### src/design/dqcd_pkg.sv
// dqcd_pkg: shared widths, constants, types and small tables of the daily quota block
// no dependencies; imported by every module of the block

package dqcd_pkg;

	localparam int NSTG       = 10;
	localparam int LIMIT_W    = 16;
	localparam int OFS_W      = 18;
	localparam int SECS_W     = 36;
	localparam int CNT_W      = 16;
	localparam int YEAR_W     = 13;
	localparam int MONTH_W    = 4;
	localparam int DAYM_W     = 5;
	localparam int CFG_IDX_W  = 1;
	localparam int CFG_DATA_W = 18;

	localparam logic [CFG_IDX_W-1:0] REG_DAILY_LIMIT = 1'd0;
	localparam logic [CFG_IDX_W-1:0] REG_DAY_OFFSET  = 1'd1;

	localparam logic CMD_RESERVE = 1'b0;
	localparam logic CMD_RELEASE = 1'b1;

	localparam logic [LIMIT_W-1:0]      LIMIT_RST = 16'd1500;
	localparam logic signed [OFS_W-1:0] OFS_RST   = -18'sd18000;

	// day number: floor(t / 86400) = floor(floor(t / 128) / 675)
	localparam int T_W          = SECS_W + 2;
	localparam int DAY_W        = 21;
	localparam int U_W          = 30;
	localparam int DAY_SHIFT    = 7;
	localparam int DAY_ODD      = 675;
	localparam int DAY_BIAS     = 2;
	localparam int DAY_RECIP_SH = 40;
	localparam int DAY_RECIP_W  = 31;
	localparam logic [DAY_RECIP_W-1:0] DAY_RECIP =
		DAY_RECIP_W'(((64'd1 << DAY_RECIP_SH) + 64'(DAY_ODD) - 64'd1) / 64'(DAY_ODD));

	// civil date conversion
	localparam int Z_W            = 21;
	localparam int EPOCH_SHIFT    = 719468;
	localparam int DAYS_PER_ERA   = 146097;
	localparam int ERA_MAX        = 10;
	localparam int ERA_W          = 4;
	localparam int YEARS_PER_ERA  = 400;
	localparam int YEARS_PER_CENT = 100;
	localparam int YB_W           = 12;
	localparam int DOE_W          = 18;
	localparam int DAYS_PER_4Y    = 1460;
	localparam int DAYS_PER_CENT  = 36524;
	localparam int DAYS_PER_YEAR  = 365;
	localparam int YOE_W          = 9;
	localparam int DOY_W          = 9;
	localparam int MP_W           = 4;
	localparam int MPX_W          = 11;
	localparam int MP_DIV         = 153;

	localparam int DIV_SH   = 32;
	localparam int R1460_W  = 22;
	localparam int R365_W   = 24;
	localparam int MP_SH    = 24;
	localparam int R153_W   = 17;
	localparam logic [R1460_W-1:0] RECIP_1460 =
		R1460_W'(((64'd1 << DIV_SH) + 64'(DAYS_PER_4Y) - 64'd1) / 64'(DAYS_PER_4Y));
	localparam logic [R365_W-1:0] RECIP_365 =
		R365_W'(((64'd1 << DIV_SH) + 64'(DAYS_PER_YEAR) - 64'd1) / 64'(DAYS_PER_YEAR));
	localparam logic [R153_W-1:0] RECIP_153 =
		R153_W'(((64'd1 << MP_SH) + 64'(MP_DIV) - 64'd1) / 64'(MP_DIV));

	typedef logic [NSTG-1:0] stage_vec_t;

	typedef struct packed {
		logic             granted;
		logic [CNT_W-1:0] used;
		logic             rolled;
	} qres_t;

	function automatic logic [ERA_W-1:0] era_count(input logic [Z_W-1:0] z);
		logic [ERA_W-1:0] n;
		n = '0;
		for (int k = 1; k <= ERA_MAX; k++) begin
			if (z >= Z_W'(k * DAYS_PER_ERA))
				n = n + ERA_W'(1);
		end
		return n;
	endfunction

	function automatic logic [2:0] cent_count(input logic [DOE_W-1:0] doe);
		logic [2:0] n;
		n = '0;
		for (int k = 1; k <= 4; k++) begin
			if (doe >= DOE_W'(k * DAYS_PER_CENT))
				n = n + 3'd1;
		end
		return n;
	endfunction

	function automatic logic [1:0] yoe_cent(input logic [YOE_W-1:0] yoe);
		logic [1:0] n;
		n = '0;
		for (int k = 1; k <= 3; k++) begin
			if (yoe >= YOE_W'(k * YEARS_PER_CENT))
				n = n + 2'd1;
		end
		return n;
	endfunction

	// (153 * mp + 2) / 5
	function automatic logic [DOY_W-1:0] mp_ofs(input logic [MP_W-1:0] mp);
		logic [DOY_W-1:0] r;
		case (mp)
			4'd0:    r = 9'd0;
			4'd1:    r = 9'd31;
			4'd2:    r = 9'd61;
			4'd3:    r = 9'd92;
			4'd4:    r = 9'd122;
			4'd5:    r = 9'd153;
			4'd6:    r = 9'd184;
			4'd7:    r = 9'd214;
			4'd8:    r = 9'd245;
			4'd9:    r = 9'd275;
			4'd10:   r = 9'd306;
			4'd11:   r = 9'd337;
			default: r = 9'd0;
		endcase
		return r;
	endfunction

endpackage

### src/design/dqcd_pipe_ctrl.sv
// dqcd_pipe_ctrl: valid bits and per-stage load enables of the ten-stage pipeline
// depends on dqcd_pkg

module dqcd_pipe_ctrl (
	input  logic                   clk,
	input  logic                   arst_n,
	input  logic                   in_valid,
	output logic                   in_stall,
	output logic                   out_valid,
	input  logic                   out_stall,
	output dqcd_pkg::stage_vec_t   take
);
	import dqcd_pkg::*;

	stage_vec_t vld_q;
	stage_vec_t rdy;
	stage_vec_t prev;

	always_comb begin
		rdy[NSTG-1] = !vld_q[NSTG-1] || !out_stall;
		for (int k = NSTG - 2; k >= 0; k--)
			rdy[k] = !vld_q[k] || rdy[k+1];
	end

	assign prev      = {vld_q[NSTG-2:0], in_valid};
	assign take      = rdy & prev;
	assign in_stall  = !rdy[0];
	assign out_valid = vld_q[NSTG-1];

	always_ff @(posedge clk or negedge arst_n) begin
		if (!arst_n) begin
			vld_q <= '0;
		end else begin
			vld_q <= (rdy & prev) | (~rdy & vld_q);
		end
	end

endmodule

### src/design/dqcd_day.sv
// dqcd_day: input register and the floor division of offset time into a day number
// depends on dqcd_pkg; stages s1 to s3

module dqcd_day (
	input  logic                                clk,
	input  dqcd_pkg::stage_vec_t                take,
	input  logic                                cmd,
	input  logic [dqcd_pkg::SECS_W-1:0]         unix_seconds,
	input  logic signed [dqcd_pkg::OFS_W-1:0]   offset,
	output logic                                cmd_s3,
	output logic signed [dqcd_pkg::DAY_W-1:0]   day_s3
);
	import dqcd_pkg::*;

	logic                          cmd_s1;
	logic [SECS_W-1:0]             secs_s1;
	logic                          cmd_s2;
	logic [U_W-1:0]                u_s2;
	logic signed [T_W-1:0]         t;
	logic signed [T_W-1:0]         t_sh;
	logic [U_W-1:0]                u;
	logic [U_W+DAY_RECIP_W-1:0]    prod;
	logic [DAY_W-1:0]              q;

	// biased so the quotient never goes negative
	always_comb begin
		t    = signed'({2'b00, secs_s1}) + T_W'(offset);
		t_sh = t >>> DAY_SHIFT;
		u    = U_W'(t_sh + T_W'(DAY_BIAS * DAY_ODD));
	end

	always_comb begin
		prod = (U_W+DAY_RECIP_W)'(u_s2) * (U_W+DAY_RECIP_W)'(DAY_RECIP);
		q    = prod[DAY_RECIP_SH +: DAY_W];
	end

	always_ff @(posedge clk) begin
		if (take[0]) begin
			cmd_s1  <= cmd;
			secs_s1 <= unix_seconds;
		end
		if (take[1]) begin
			cmd_s2 <= cmd_s1;
			u_s2   <= u;
		end
		if (take[2]) begin
			cmd_s3 <= cmd_s2;
			day_s3 <= signed'(q - DAY_W'(DAY_BIAS));
		end
	end

endmodule

### src/design/dqcd_quota.sv
// dqcd_quota: stored day and used count, grant and release decision
// depends on dqcd_pkg; reads stage s3, loads stage s4

module dqcd_quota (
	input  logic                                clk,
	input  logic                                arst_n,
	input  dqcd_pkg::stage_vec_t                take,
	input  logic                                cmd_s3,
	input  logic signed [dqcd_pkg::DAY_W-1:0]   day_s3,
	input  logic [dqcd_pkg::LIMIT_W-1:0]        limit,
	output dqcd_pkg::qres_t                     qres_s4
);
	import dqcd_pkg::*;

	logic [DAY_W-1:0] cur_day_q;
	logic             known_q;
	logic [CNT_W-1:0] used_q;
	logic             new_day;
	logic [CNT_W-1:0] base;
	qres_t            res;

	always_comb begin
		new_day     = !known_q || (cur_day_q != DAY_W'(day_s3));
		base        = new_day ? '0 : used_q;
		res.rolled  = known_q && (cur_day_q != DAY_W'(day_s3));
		res.granted = 1'b0;
		res.used    = base;
		case (cmd_s3)
			CMD_RESERVE: begin
				if (base < limit) begin
					res.granted = 1'b1;
					res.used    = base + CNT_W'(1);
				end
			end
			CMD_RELEASE: begin
				if (base != '0)
					res.used = base - CNT_W'(1);
			end
			default: res.used = base;
		endcase
	end

	always_ff @(posedge clk or negedge arst_n) begin
		if (!arst_n) begin
			cur_day_q <= '0;
			known_q   <= 1'b0;
			used_q    <= '0;
		end else if (take[3]) begin
			cur_day_q <= DAY_W'(day_s3);
			known_q   <= 1'b1;
			used_q    <= res.used;
		end
	end

	always_ff @(posedge clk) begin
		if (take[3])
			qres_s4 <= res;
	end

endmodule

### src/design/dqcd_civil.sv
// dqcd_civil: day number to Gregorian year, month and day, plus result register
// depends on dqcd_pkg; stages s4 to s10

module dqcd_civil (
	input  logic                                clk,
	input  dqcd_pkg::stage_vec_t                take,
	input  logic signed [dqcd_pkg::DAY_W-1:0]   day_s3,
	input  dqcd_pkg::qres_t                     qres_s4,
	output dqcd_pkg::qres_t                     qres_s10,
	output logic [dqcd_pkg::YEAR_W-1:0]         year_s10,
	output logic [dqcd_pkg::MONTH_W-1:0]        month_s10,
	output logic [dqcd_pkg::DAYM_W-1:0]         mday_s10
);
	import dqcd_pkg::*;

	logic [Z_W-1:0]             z_s4;
	logic [DOE_W-1:0]           doe_s5, doe_s6, doe_s7;
	logic [YB_W-1:0]            yb_s5, yb_s6, yb_s7;
	logic [DOE_W-1:0]           num_s6;
	logic [YOE_W-1:0]           yoe_s7;
	logic [DOY_W-1:0]           doy_s8, doy_s9;
	logic [YEAR_W-1:0]          y_s8, y_s9;
	logic [MP_W-1:0]            mp_s9;
	qres_t                      qres_s5, qres_s6, qres_s7, qres_s8, qres_s9;

	logic [ERA_W-1:0]           era;
	logic [DOE_W-1:0]           doe;
	logic [YB_W-1:0]            yb;
	logic [DOE_W+R1460_W-1:0]   p1460;
	logic [DOE_W-1:0]           num;
	logic [DOE_W+R365_W-1:0]    p365;
	logic [YOE_W-1:0]           yoe;
	logic [DOE_W-1:0]           yday;
	logic [DOY_W-1:0]           doy;
	logic [YEAR_W-1:0]          y;
	logic [MPX_W-1:0]           mpx;
	logic [MPX_W+R153_W-1:0]    p153;
	logic [MP_W-1:0]            mp;
	logic [MONTH_W-1:0]         month;
	logic [DAYM_W-1:0]          mday;
	logic [YEAR_W-1:0]          year;

	// era and day of era
	always_comb begin
		era = era_count(z_s4);
		doe = DOE_W'(z_s4 - Z_W'(era * DAYS_PER_ERA));
		yb  = YB_W'(era * YEARS_PER_ERA);
	end

	always_comb begin
		p1460 = (DOE_W+R1460_W)'(doe_s5) * (DOE_W+R1460_W)'(RECIP_1460);
		num   = doe_s5 - DOE_W'(p1460[DIV_SH +: 8]) + DOE_W'(cent_count(doe_s5))
			- DOE_W'(doe_s5 >= DOE_W'(DAYS_PER_ERA - 1));
	end

	always_comb begin
		p365 = (DOE_W+R365_W)'(num_s6) * (DOE_W+R365_W)'(RECIP_365);
		yoe  = p365[DIV_SH +: YOE_W];
	end

	// day of year, march based
	always_comb begin
		yday = DOE_W'(yoe_s7) * DOE_W'(DAYS_PER_YEAR) + DOE_W'(yoe_s7 >> 2)
			- DOE_W'(yoe_cent(yoe_s7));
		doy  = DOY_W'(doe_s7 - yday);
		y    = YEAR_W'(yb_s7) + YEAR_W'(yoe_s7);
	end

	always_comb begin
		mpx  = {doy_s8, 2'b00} + MPX_W'(doy_s8) + MPX_W'(2);
		p153 = (MPX_W+R153_W)'(mpx) * (MPX_W+R153_W)'(RECIP_153);
		mp   = p153[MP_SH +: MP_W];
	end

	always_comb begin
		mday  = DAYM_W'(doy_s9 - mp_ofs(mp_s9) + DOY_W'(1));
		month = (mp_s9 < MP_W'(10)) ? mp_s9 + MONTH_W'(3) : mp_s9 - MONTH_W'(9);
		year  = y_s9 + YEAR_W'(month <= MONTH_W'(2));
	end

	always_ff @(posedge clk) begin
		if (take[3])
			z_s4 <= Z_W'(day_s3) + Z_W'(EPOCH_SHIFT);
		if (take[4]) begin
			doe_s5  <= doe;
			yb_s5   <= yb;
			qres_s5 <= qres_s4;
		end
		if (take[5]) begin
			num_s6  <= num;
			doe_s6  <= doe_s5;
			yb_s6   <= yb_s5;
			qres_s6 <= qres_s5;
		end
		if (take[6]) begin
			yoe_s7  <= yoe;
			doe_s7  <= doe_s6;
			yb_s7   <= yb_s6;
			qres_s7 <= qres_s6;
		end
		if (take[7]) begin
			doy_s8  <= doy;
			y_s8    <= y;
			qres_s8 <= qres_s7;
		end
		if (take[8]) begin
			mp_s9   <= mp;
			doy_s9  <= doy_s8;
			y_s9    <= y_s8;
			qres_s9 <= qres_s8;
		end
		if (take[9]) begin
			qres_s10  <= qres_s9;
			year_s10  <= year;
			month_s10 <= month;
			mday_s10  <= mday;
		end
	end

endmodule

### src/design/daily_quota_with_civil_date.sv
// daily_quota_with_civil_date: per-day reservation quota with Gregorian date of the offset day
// pipeline: ten register stages, s1 to s10, lie between the request taken at the input and the result
// throughput: one request per cycle unless stalled; depth set by the reciprocal multiplies of the date math
// a held result only stalls the input once every stage behind it is occupied
// reset: asynchronous, empties the pipeline, limit 1500, offset -18000 s, no day known, count 0
// depends on dqcd_pkg, dqcd_pipe_ctrl, dqcd_day, dqcd_quota, dqcd_civil

module daily_quota_with_civil_date (
	input  logic                                  clk,
	input  logic                                  arst_n,
	input  logic                                  cfg_write_en,
	input  logic [dqcd_pkg::CFG_IDX_W-1:0]        cfg_index,
	input  logic [dqcd_pkg::CFG_DATA_W-1:0]       cfg_data,
	input  logic                                  in_valid,
	output logic                                  in_stall,
	input  logic                                  cmd,
	input  logic [dqcd_pkg::SECS_W-1:0]           unix_seconds,
	output logic                                  out_valid,
	input  logic                                  out_stall,
	output logic                                  granted,
	output logic [dqcd_pkg::CNT_W-1:0]            used_count,
	output logic                                  day_rolled,
	output logic [dqcd_pkg::YEAR_W-1:0]           civil_year,
	output logic [dqcd_pkg::MONTH_W-1:0]          civil_month,
	output logic [dqcd_pkg::DAYM_W-1:0]           civil_day
);
	import dqcd_pkg::*;

	logic [LIMIT_W-1:0]      limit_q;
	logic signed [OFS_W-1:0] offset_q;
	stage_vec_t              take;
	logic                    cmd_s3;
	logic signed [DAY_W-1:0] day_s3;
	qres_t                   qres_s4;
	qres_t                   qres_s10;

	always_ff @(posedge clk or negedge arst_n) begin
		if (!arst_n) begin
			limit_q  <= LIMIT_RST;
			offset_q <= OFS_RST;
		end else if (cfg_write_en) begin
			case (cfg_index)
				REG_DAILY_LIMIT: limit_q  <= cfg_data[LIMIT_W-1:0];
				REG_DAY_OFFSET:  offset_q <= signed'(cfg_data[OFS_W-1:0]);
				default: ;
			endcase
		end
	end

	dqcd_pipe_ctrl u_ctrl (
		.clk       (clk),
		.arst_n    (arst_n),
		.in_valid  (in_valid),
		.in_stall  (in_stall),
		.out_valid (out_valid),
		.out_stall (out_stall),
		.take      (take)
	);

	dqcd_day u_day (
		.clk          (clk),
		.take         (take),
		.cmd          (cmd),
		.unix_seconds (unix_seconds),
		.offset       (offset_q),
		.cmd_s3       (cmd_s3),
		.day_s3       (day_s3)
	);

	dqcd_quota u_quota (
		.clk     (clk),
		.arst_n  (arst_n),
		.take    (take),
		.cmd_s3  (cmd_s3),
		.day_s3  (day_s3),
		.limit   (limit_q),
		.qres_s4 (qres_s4)
	);

	dqcd_civil u_civil (
		.clk       (clk),
		.take      (take),
		.day_s3    (day_s3),
		.qres_s4   (qres_s4),
		.qres_s10  (qres_s10),
		.year_s10  (civil_year),
		.month_s10 (civil_month),
		.mday_s10  (civil_day)
	);

	assign granted    = qres_s10.granted;
	assign used_count = qres_s10.used;
	assign day_rolled = qres_s10.rolled;

	a_stall_only_from_output: assert property (@(posedge clk) disable iff (!arst_n)
		!out_stall |-> !in_stall)
		else $error("input stalled while output side is free");

	a_grant_counts: assert property (@(posedge clk) disable iff (!arst_n)
		out_valid && granted |-> used_count != '0)
		else $error("granted reserve with zero count");

	a_roll_clears: assert property (@(posedge clk) disable iff (!arst_n)
		out_valid && day_rolled |-> used_count <= CNT_W'(1))
		else $error("day rollover did not clear the count");

	a_date_range: assert property (@(posedge clk) disable iff (!arst_n)
		out_valid |-> civil_month >= MONTH_W'(1) && civil_month <= MONTH_W'(12)
			&& civil_day >= DAYM_W'(1) && civil_day <= DAYM_W'(31))
		else $error("civil date out of range");

endmodule
### config.mk
export PLATFORM = sky130hd
export DESIGN_NAME = daily_quota_with_civil_date
export DESIGN_NICKNAME = d
export VERILOG_FILES = /design/src/design/dqcd_pkg.sv /design/src/design/dqcd_pipe_ctrl.sv /design/src/design/dqcd_day.sv /design/src/design/dqcd_quota.sv /design/src/design/dqcd_civil.sv /design/src/design/daily_quota_with_civil_date.sv
export SDC_FILE = /design/constraint.sdc
export NUM_CORES = 2
export LEC_CHECK = 0
export ABC_AREA = 1
export ABC_CLOCK_PERIOD_IN_PS = 10300
export BUFFER_PORTS_ARGS = -buffer_cell sky130_fd_sc_hd__buf_2
export CAP_MARGIN = 20
export CORE_ASPECT_RATIO = 1.5
export CORE_MARGIN = 1
export CORE_UTILIZATION = 40
export CTS_BUF_LIST = sky130_fd_sc_hd__clkbuf_4 sky130_fd_sc_hd__clkbuf_8
export DETAILED_ROUTE_END_ITERATION = 12
export PLACE_DENSITY = 0.55
export SYNTH_ARGS = -nofsm -noshare
export SYNTH_HDL_FRONTEND = slang
export SYNTH_SLANG_ARGS = --single-unit
### constraint.sdc
create_clock -name clk -period 10.3 [get_ports clk]
set_input_delay 0 -clock clk [delete_from_list [all_inputs] [get_ports clk]]
set_output_delay 0 -clock clk [all_outputs]
set_load 0.02 [all_outputs]
=== Yosys cells after proc, flatten, opt, wreduce, memory -nomap -nowiden ===
Memories as Yosys holds them, arrays and structs flattened. A register that Yosys moved wholly into a read port is not among the register bits.
Index checks and enable logic that the tools add are counted.

* Equal/unequal tests: 1
* Bitwise gates (word level): 6
* Multiply operators: 7
* Multiplexer cells: 23
* Reduce and logical (&&, ||, !) cells: 28
* $lt $le $gt $ge: 20
* Add/subtract/negate cells: 35

{| class="wikitable"
|+ Operator list
! operator !! count
|-
| $ge A21 B20 Y1 const B || 4
|-
| $ge A21 B21 Y1 const B || 3
|-
| $mul A30 B29 Y59 const B || 1
|-
| $mux W4 || 11
|-
| $ge A21 B19 Y1 const B || 2
|-
| $mul A18 B22 Y40 const B || 1
|-
| $mul A18 B23 Y40 const B || 1
|-
| $add A37 B18 Y37 || 1
|-
| $ge A18 B17 Y1 const B || 2
|-
| $add A4 B1 Y4 const B || 8
|-
| $mux W16 || 2
|-
| $pmux W16 S2 || 1
|-
| $add A30 B12 Y30 const B || 1
|-
| $mul A11 B14 Y25 const B || 1
|-
| $add A21 B21 Y21 const B || 1
|-
| $ge A21 B18 Y1 const B || 1
|-
| $ne A21 B21 Y1 || 1
|-
| $sub A21 B2 Y21 const B || 1
|-
| $and A10 B10 Y10 || 2
|-
| $add A18 B3 Y18 || 1
|-
| $ge A18 B16 Y1 const B || 1
|-
| $ge A18 B18 Y1 const B || 1
|-
| $mul A4 B18 Y18 const B || 1
|-
| $sub A18 B1 Y18 || 1
|-
| other kinds (38) || 70
|}

* Register bits after elaboration: 472
* Output and inout bits: 42
* Bits in read-only memories: 144
* Input port bits: 61
* Memories: 1
* Logic and storage cells: 171

{| class="wikitable"
|+ Memory list
! name !! depth !! width !! rd ports !! clocked after Yosys merged registers in !! wr ports !! line !! source
|-
| (no name shown) || 16 || 9 || 1 || 1 || 0 || dqcd_pkg.sv:110 || <nowiki>case (mp)</nowiki>
|}

=== Longest topological paths before layout ===
* Word-level depth: 22
* Gate-level depth with buffers: 62
* Gate-level depth less buffers: 61

=== Hierarchy ===
A second synthesis with hierarchy kept.

* Cell total of the unflattened synthesis: 6714
* Area, all modules: 59116.7 µm²

{| class="wikitable"
|+ Modules (own cells, without submodules)
! module !! cells each !! area each (µm²) !! sequential area each (µm²) !! times used
|-
| dqcd_civil || 3191 || 32473.6 || 8568.2 || 1
|-
| dqcd_day || 2793 || 20962.6 || 2702.6 || 1
|-
| dqcd_quota || 527 || 3774.9 || 1491.4 || 1
|-
| daily_quota_with_civil_date || 148 || 1427.6 || 872.1 || 1
|-
| dqcd_pipe_ctrl || 55 || 478.0 || 250.2 || 1
|}

=== Least setup slack after synthesis ===
OpenSTA, ideal clock, no wires.

* Kind: register to register
* From: reg u_civil.z_s4[2]
* To: reg u_civil.doe_s5[15] (data pin)
* Path buffers: 1
* Arrival: 8.137 ns
* Slack: 1.902 ns
* Data required time: 10.040 ns
* Cell stages (with the launch flop): 58
* Setup time: 0.260 ns
* Period minus slack after synthesis: 8.398 ns
* Cells stage by stage: edfxtp_1 > buf_4 > nor2_1 > a2111oi_0 > nor3_1 > o211ai_1 > a31oi_1 > ha_1 > inv_1 > nand4_2 > nand2_1 > inv_1 > ha_1 > nand2_1 > nand2_1 > ha_1 > nand2_1 > nand2_1 > (+22 left out) > o21bai_1 > fa_1 > ha_1 > nand2_1 > nor2_1 > nand2_1 > o211ai_1 > o21bai_1 > nand2_1 > inv_1 > nor2_1 > inv_1 > a21oi_1 > o21ai_0 > a21oi_1 > nor2_1 > nor2_1 > xor2_1

* Longest elaborated chain between the ends: 22
* Elaborated cells between the ends (all ways): 31
* Classes of those cells: add/sub: 10; mul: 1; order compare: 10; mux: 10

{| class="wikitable"
|+ Ends and longest elaborated chain
! element !! line !! source
|-
| start: declaration || dqcd_civil.sv:16 || <nowiki>logic [Z_W-1:0] z_s4;</nowiki>
|-
| start signal: assignment || dqcd_civil.sv:83 || <nowiki>z_s4 <= Z_W'(day_s3) + Z_W'(EPOCH_SHIFT);</nowiki>
|-
| $ge A21 B18 Y1 || dqcd_pkg.sv:81 || <nowiki>if (z >= Z_W'(k * DAYS_PER_ERA))</nowiki>
|-
| $mux W1 || dqcd_pkg.sv:81 ||
|-
| $add A1 B1 Y2 || dqcd_pkg.sv:82 || <nowiki>n = n + ERA_W'(1);</nowiki>
|-
| $mux W4 || dqcd_pkg.sv:81 ||
|-
| $add A4 B1 Y4 || dqcd_pkg.sv:82 ||
|-
| $mux W4 || dqcd_pkg.sv:81 ||
|-
| $add A4 B1 Y4 || dqcd_pkg.sv:82 ||
|-
| $mux W4 || dqcd_pkg.sv:81 ||
|-
| (+7 left out) || n/a ||
|-
| $mux W4 || dqcd_pkg.sv:81 ||
|-
| $add A4 B1 Y4 || dqcd_pkg.sv:82 ||
|-
| $mux W4 || dqcd_pkg.sv:81 ||
|-
| $add A4 B1 Y4 || dqcd_pkg.sv:82 ||
|-
| $mux W4 || dqcd_pkg.sv:81 ||
|-
| $mul A4 B18 Y18 || dqcd_civil.sv:46 || <nowiki>doe = DOE_W'(z_s4 - Z_W'(era * DAYS_PER_ERA));</nowiki>
|-
| $sub A18 B18 Y18 * || dqcd_civil.sv:46 ||
|-
| via u_civil.doe[15] || dqcd_civil.sv:27 || <nowiki>logic [DOE_W-1:0] doe;</nowiki>
|-
| end signal: assignment || dqcd_civil.sv:85 || <nowiki>doe_s5 <= doe;</nowiki>
|-
| end: declaration || dqcd_civil.sv:17 || <nowiki>logic [DOE_W-1:0] doe_s5, doe_s6, doe_s7;</nowiki>
|}

The timed path passes the listed nets; every way through them passes the cells marked *.
A chain may end at the register's enable or synchronous reset.

=== Final worst setup path ===
Ends and elaborated chain as after synthesis.

==> flow_summary.rst <==
.. list-table::
   :header-rows: 1

   * - Metric
     - Value
   * - Status
     - finished, final reports clean
   * - Origin of the worst setup path
     - u_civil.z_s4[2]
   * - Final number of hold-violating endpoints
     - 0
   * - Number of clock sinks seen by CTS
     - approximately 480
   * - Tightest slew margin relative to the limit
     - about a third
   * - Cell area after layout
     - approximately 62,000 sq um
   * - Wire length of the first global-routing pass
     - around 240,000 microns
   * - Area taken by flip-flops and latches
     - ~14,000 sq um
   * - Post-Syn Area
     - roughly 57,000 sq um
   * - Vias per Instance
     - around 5
   * - Area contributors post-synth
     - sky130_fd_sc_hd__ha_1 23%, sky130_fd_sc_hd__edfxtp_1 21%, sky130_fd_sc_hd__fa_1 21%, sky130_fd_sc_hd__inv_1 8.7%, sky130_fd_sc_hd__nand2_1 5.5%
   * - R2R setup slack
     - 0.93 ns
   * - Violation count after the first detailed-routing iteration
     - 1,446
   * - Worst clock skew
     - a little under 0.06 ns
   * - Sort of element at the end of the critical path
     - register
   * - Reg-to-Reg End
     - u_civil.doe_s5[15]
   * - Longest individual stage delay on the worst path
     - between 0.4 and 0.5 ns
   * - Combined area of the multi-input logic cells
     - about 38,000 sq um
   * - Number of buffers inserted by port buffering
     - slightly above 100
   * - Detail Placement HPWL
     - roughly 130,000 microns
   * - Clk pin slew, worst setup/hold paths
     - 0.07 ns
   * - Routed length per placed instance
     - around 18 microns
   * - Cell depth of the worst hold path
     - 4
   * - Number of top-level pins
     - approximately 100
   * - Worst-case clock buffer depth
     - 3
   * - Number of buffers created by CTS
     - 80
   * - Max Cap Viol
     - 0
   * - Cell with the largest stage delay on the worst path
     - sky130_fd_sc_hd__edfxtp_1
   * - Global placer's final weighted congestion
     - 0.961
   * - Startpoint of the lowest-slack register-to-register path
     - u_civil.z_s4[2]
   * - Unrepaired setup endpoints after global routing
     - false
   * - Global-route usage over all layers
     - between 20% and 30%
   * - Antenna-violating nets left
     - 0
   * - Initial standard-cell utilization of the core
     - between 40% and 50%
   * - Total cell area at the placement stage
     - 59,500 sq um
   * - H-tree Lvls
     - 3
   * - Fraction of the cycle the final worst path needs
     - between 90% and 100%
   * - Data required time of the worst path
     - ~11 ns
   * - Die area
     - approximately 140,000 sq um
   * - Warnings from Yosys
     - 0
   * - Main flop type after synthesis
     - sky130_fd_sc_hd__edfxtp_1
   * - Initial antenna violation count
     - 2
   * - Kind of start point of the critical path
     - register
   * - Flip-flop and latch count after synthesis
     - about 480
   * - Placeable core region
     - 140,000 sq um
   * - Depth of the worst register-to-register path
     - 56
   * - Share of Yosys cell area claimed by the top area cell type
     - between 20% and 30%
   * - Most frequent cell on the critical path
     - sky130_fd_sc_hd__nand2_1
   * - Top cell type by total area after synthesis
     - sky130_fd_sc_hd__ha_1
   * - Placement Rows
     - 168
   * - Floorplan die height
     - ~460 microns
   * - Total via count in the routed design
     - ~40,000
   * - Synth cell types
     - 71
   * - Critical Path End
     - u_civil.doe_s5[15]
   * - Number of instances in the synthesized netlist
     - between 5,000 and 6,000
   * - Post-Syn Area per Cell
     - approximately 9.5 sq um
   * - Vias in the first global route
     - 44,300
   * - List of most frequent post-synthesis cells
     - 1,313 x sky130_fd_sc_hd__inv_1, 1,022 x sky130_fd_sc_hd__ha_1, 833 x sky130_fd_sc_hd__nand2_1
   * - P&R area growth vs syn
     - 10.4%
   * - Post-synth EDFFs
     - slightly below 400
   * - Global route overflow
     - 0
   * - Layout net count
     - 7,923
   * - Type of the tightest min-delay check
     - input port to register
   * - Total negative setup slack
     - 0 ns
   * - Dominant cell by count in the synthesized netlist
     - sky130_fd_sc_hd__inv_1
   * - CTS tree
     - built
   * - Number of filler cells placed in the layout
     - 13,700
   * - Achievable Freq
     - roughly 0.11 GHz
   * - Number of detailed-route iterations in the first pass
     - 6
   * - Arrival time reported for the critical path endpoint
     - between 9 and 10 ns
   * - Cell at the root of the clock tree
     - sky130_fd_sc_hd__clkbuf_8
   * - Fraction of final layout cells with drive strength greater than 1
     - 6.75%
   * - Post-route minimum period
     - around 9.4 ns
   * - Worst setup path class
     - register to register
   * - Share of async-settable or async-resettable flops after synthesis
     - 17.2%
   * - Wire length after detailed routing
     - between 100,000 and 150,000 microns
   * - Total nets after synthesis
     - between 7,000 and 8,000
   * - Max-slew violation count
     - 0
   * - Maximum number of pins on one net before global-route repair
     - 62
   * - Clock latency on the worst-skew pair
     - between 0.7 and 0.8 ns
   * - DRC Markers
     - 0
   * - Proportion of synthesized chip area in sequential cells
     - about a quarter
   * - Die Width
     - a little over 300 microns
   * - Largest driver fanout on the critical path
     - 6
   * - Setup-violating endpoint count in the final report
     - 0
   * - Slew at the pin closest to its max-slew limit
     - roughly 1.0 ns
-- flip-flops by register name, summed over array words and instances, names as in the netlist, 21 cells and up, named ones only --
signal / count
u_day.secs_s1: 36
u_civil.z_s4: 21
u_day.u_s2: 30
u_quota.cur_day_q: 21
u_day.day_s3: 21
-- logic make-up after synthesis --
logic type,synth area share (%)
muxes,0.0398
DFF,24.6
xor gates and xnor gates,4.10
buffers and inverters,9.18
adders and majority gates,43.2
and+or+nand+nor,12.6
AOI/OAI and AO/OA,6.39
-- what timing repair did --
action	4_1_cts	5_1_grt
hold buffers	108	0
hold endpoints to repair	224	0
endpoints found under the setup margin	0	1
buffers inserted	0	3
resized for setup	0	1
-- placed cells by master (no fill, tap or decap), types with 65 or more instances in the layout --
cell type	count
sky130_fd_sc_hd__inv_1	1311
sky130_fd_sc_hd__ha_1	1022
sky130_fd_sc_hd__nand2_1	833
sky130_fd_sc_hd__fa_1	581
sky130_fd_sc_hd__edfxtp_1	390
sky130_fd_sc_hd__nor2_1	356
sky130_fd_sc_hd__a21oi_1	256
sky130_fd_sc_hd__o21ai_0	207
sky130_fd_sc_hd__nand3_1	190
sky130_fd_sc_hd__xor2_1	181
sky130_fd_sc_hd__dlygate4sd3_1	107
sky130_fd_sc_hd__buf_2	102
sky130_fd_sc_hd__clkbuf_8	90
sky130_fd_sc_hd__xnor2_1	80
sky130_fd_sc_hd__dfrtp_1	65
-- per-layer routing --
metal,vias up,routed length (microns),track usage [%]
met4,0,9550,12.3
li1,19800,-,-
met1,19600,51700,20.6
met5,-,0,0
met3,341,3260,2.13
met2,662,84200,42.7
-- metrics by stage --
| stage | hold WS (ns) | std cells | utilization, % | worst slack, ns |
|---|---|---|---|---|
| final | 0.0806 | 8196 | 44.6 | 0.931 |
| after floorplan | -0.296 | 5966 | - | 1.90 |
| after CTS | 0.00866 | 8189 | 44.6 | 0.733 |
| after global placement | 0.0201 | 7934 | 42.5 | 0.731 |
| after detailed placement | 0.0166 | 7935 | 42.5 | 0.827 |
| after global routing | 0.0751 | 8196 | 44.6 | 0.0625 |
-- final cells by class --
| type | instances | share of cell area [%] |
|---|---|---|
| flip-flops and latches | 477 | 22.2 |
| diodes | 3 | 0.0120 |
| repair buffers | 242 | 2.96 |
| clock buffers | 113 | 2.26 |
| inverters | 1333 | 8.02 |
| well taps | 1870 | 3.75 |
| multi-input cells | 4125 | 60.1 |
| clock inverters | 33 | 0.681 |
-- critical path: cells and delay by family (launching register included) --
family / cells / cell delay (ns)
buffers and inverters: 9 / 0.56
and+or+nand+nor: 23 / 2.37
adders and majority gates: 10 / 3.19
DFF: 1 / 0.48
xor gates and xnor gates: 2 / 0.24
AOI/OAI and AO/OA: 12 / 2.23
-- how the worst min path moves through the flow --
stage / start / endpoint / slack [ns]
final: cfg_data[8] / offset_q[8] / 0.08
after floorplan: arst_n / asynchronous set/reset pin / -0.30
after detailed placement: arst_n / offset_q[0] / 0.02
after global placement: arst_n / offset_q[0] / 0.02
after global routing: cfg_data[8] / offset_q[8] / 0.08
after CTS: cfg_data[0] / offset_q[0] / 0.009
Power is not shown: default switching activity piles up to over one toggle a cycle in this logic, so the estimate is an artifact.
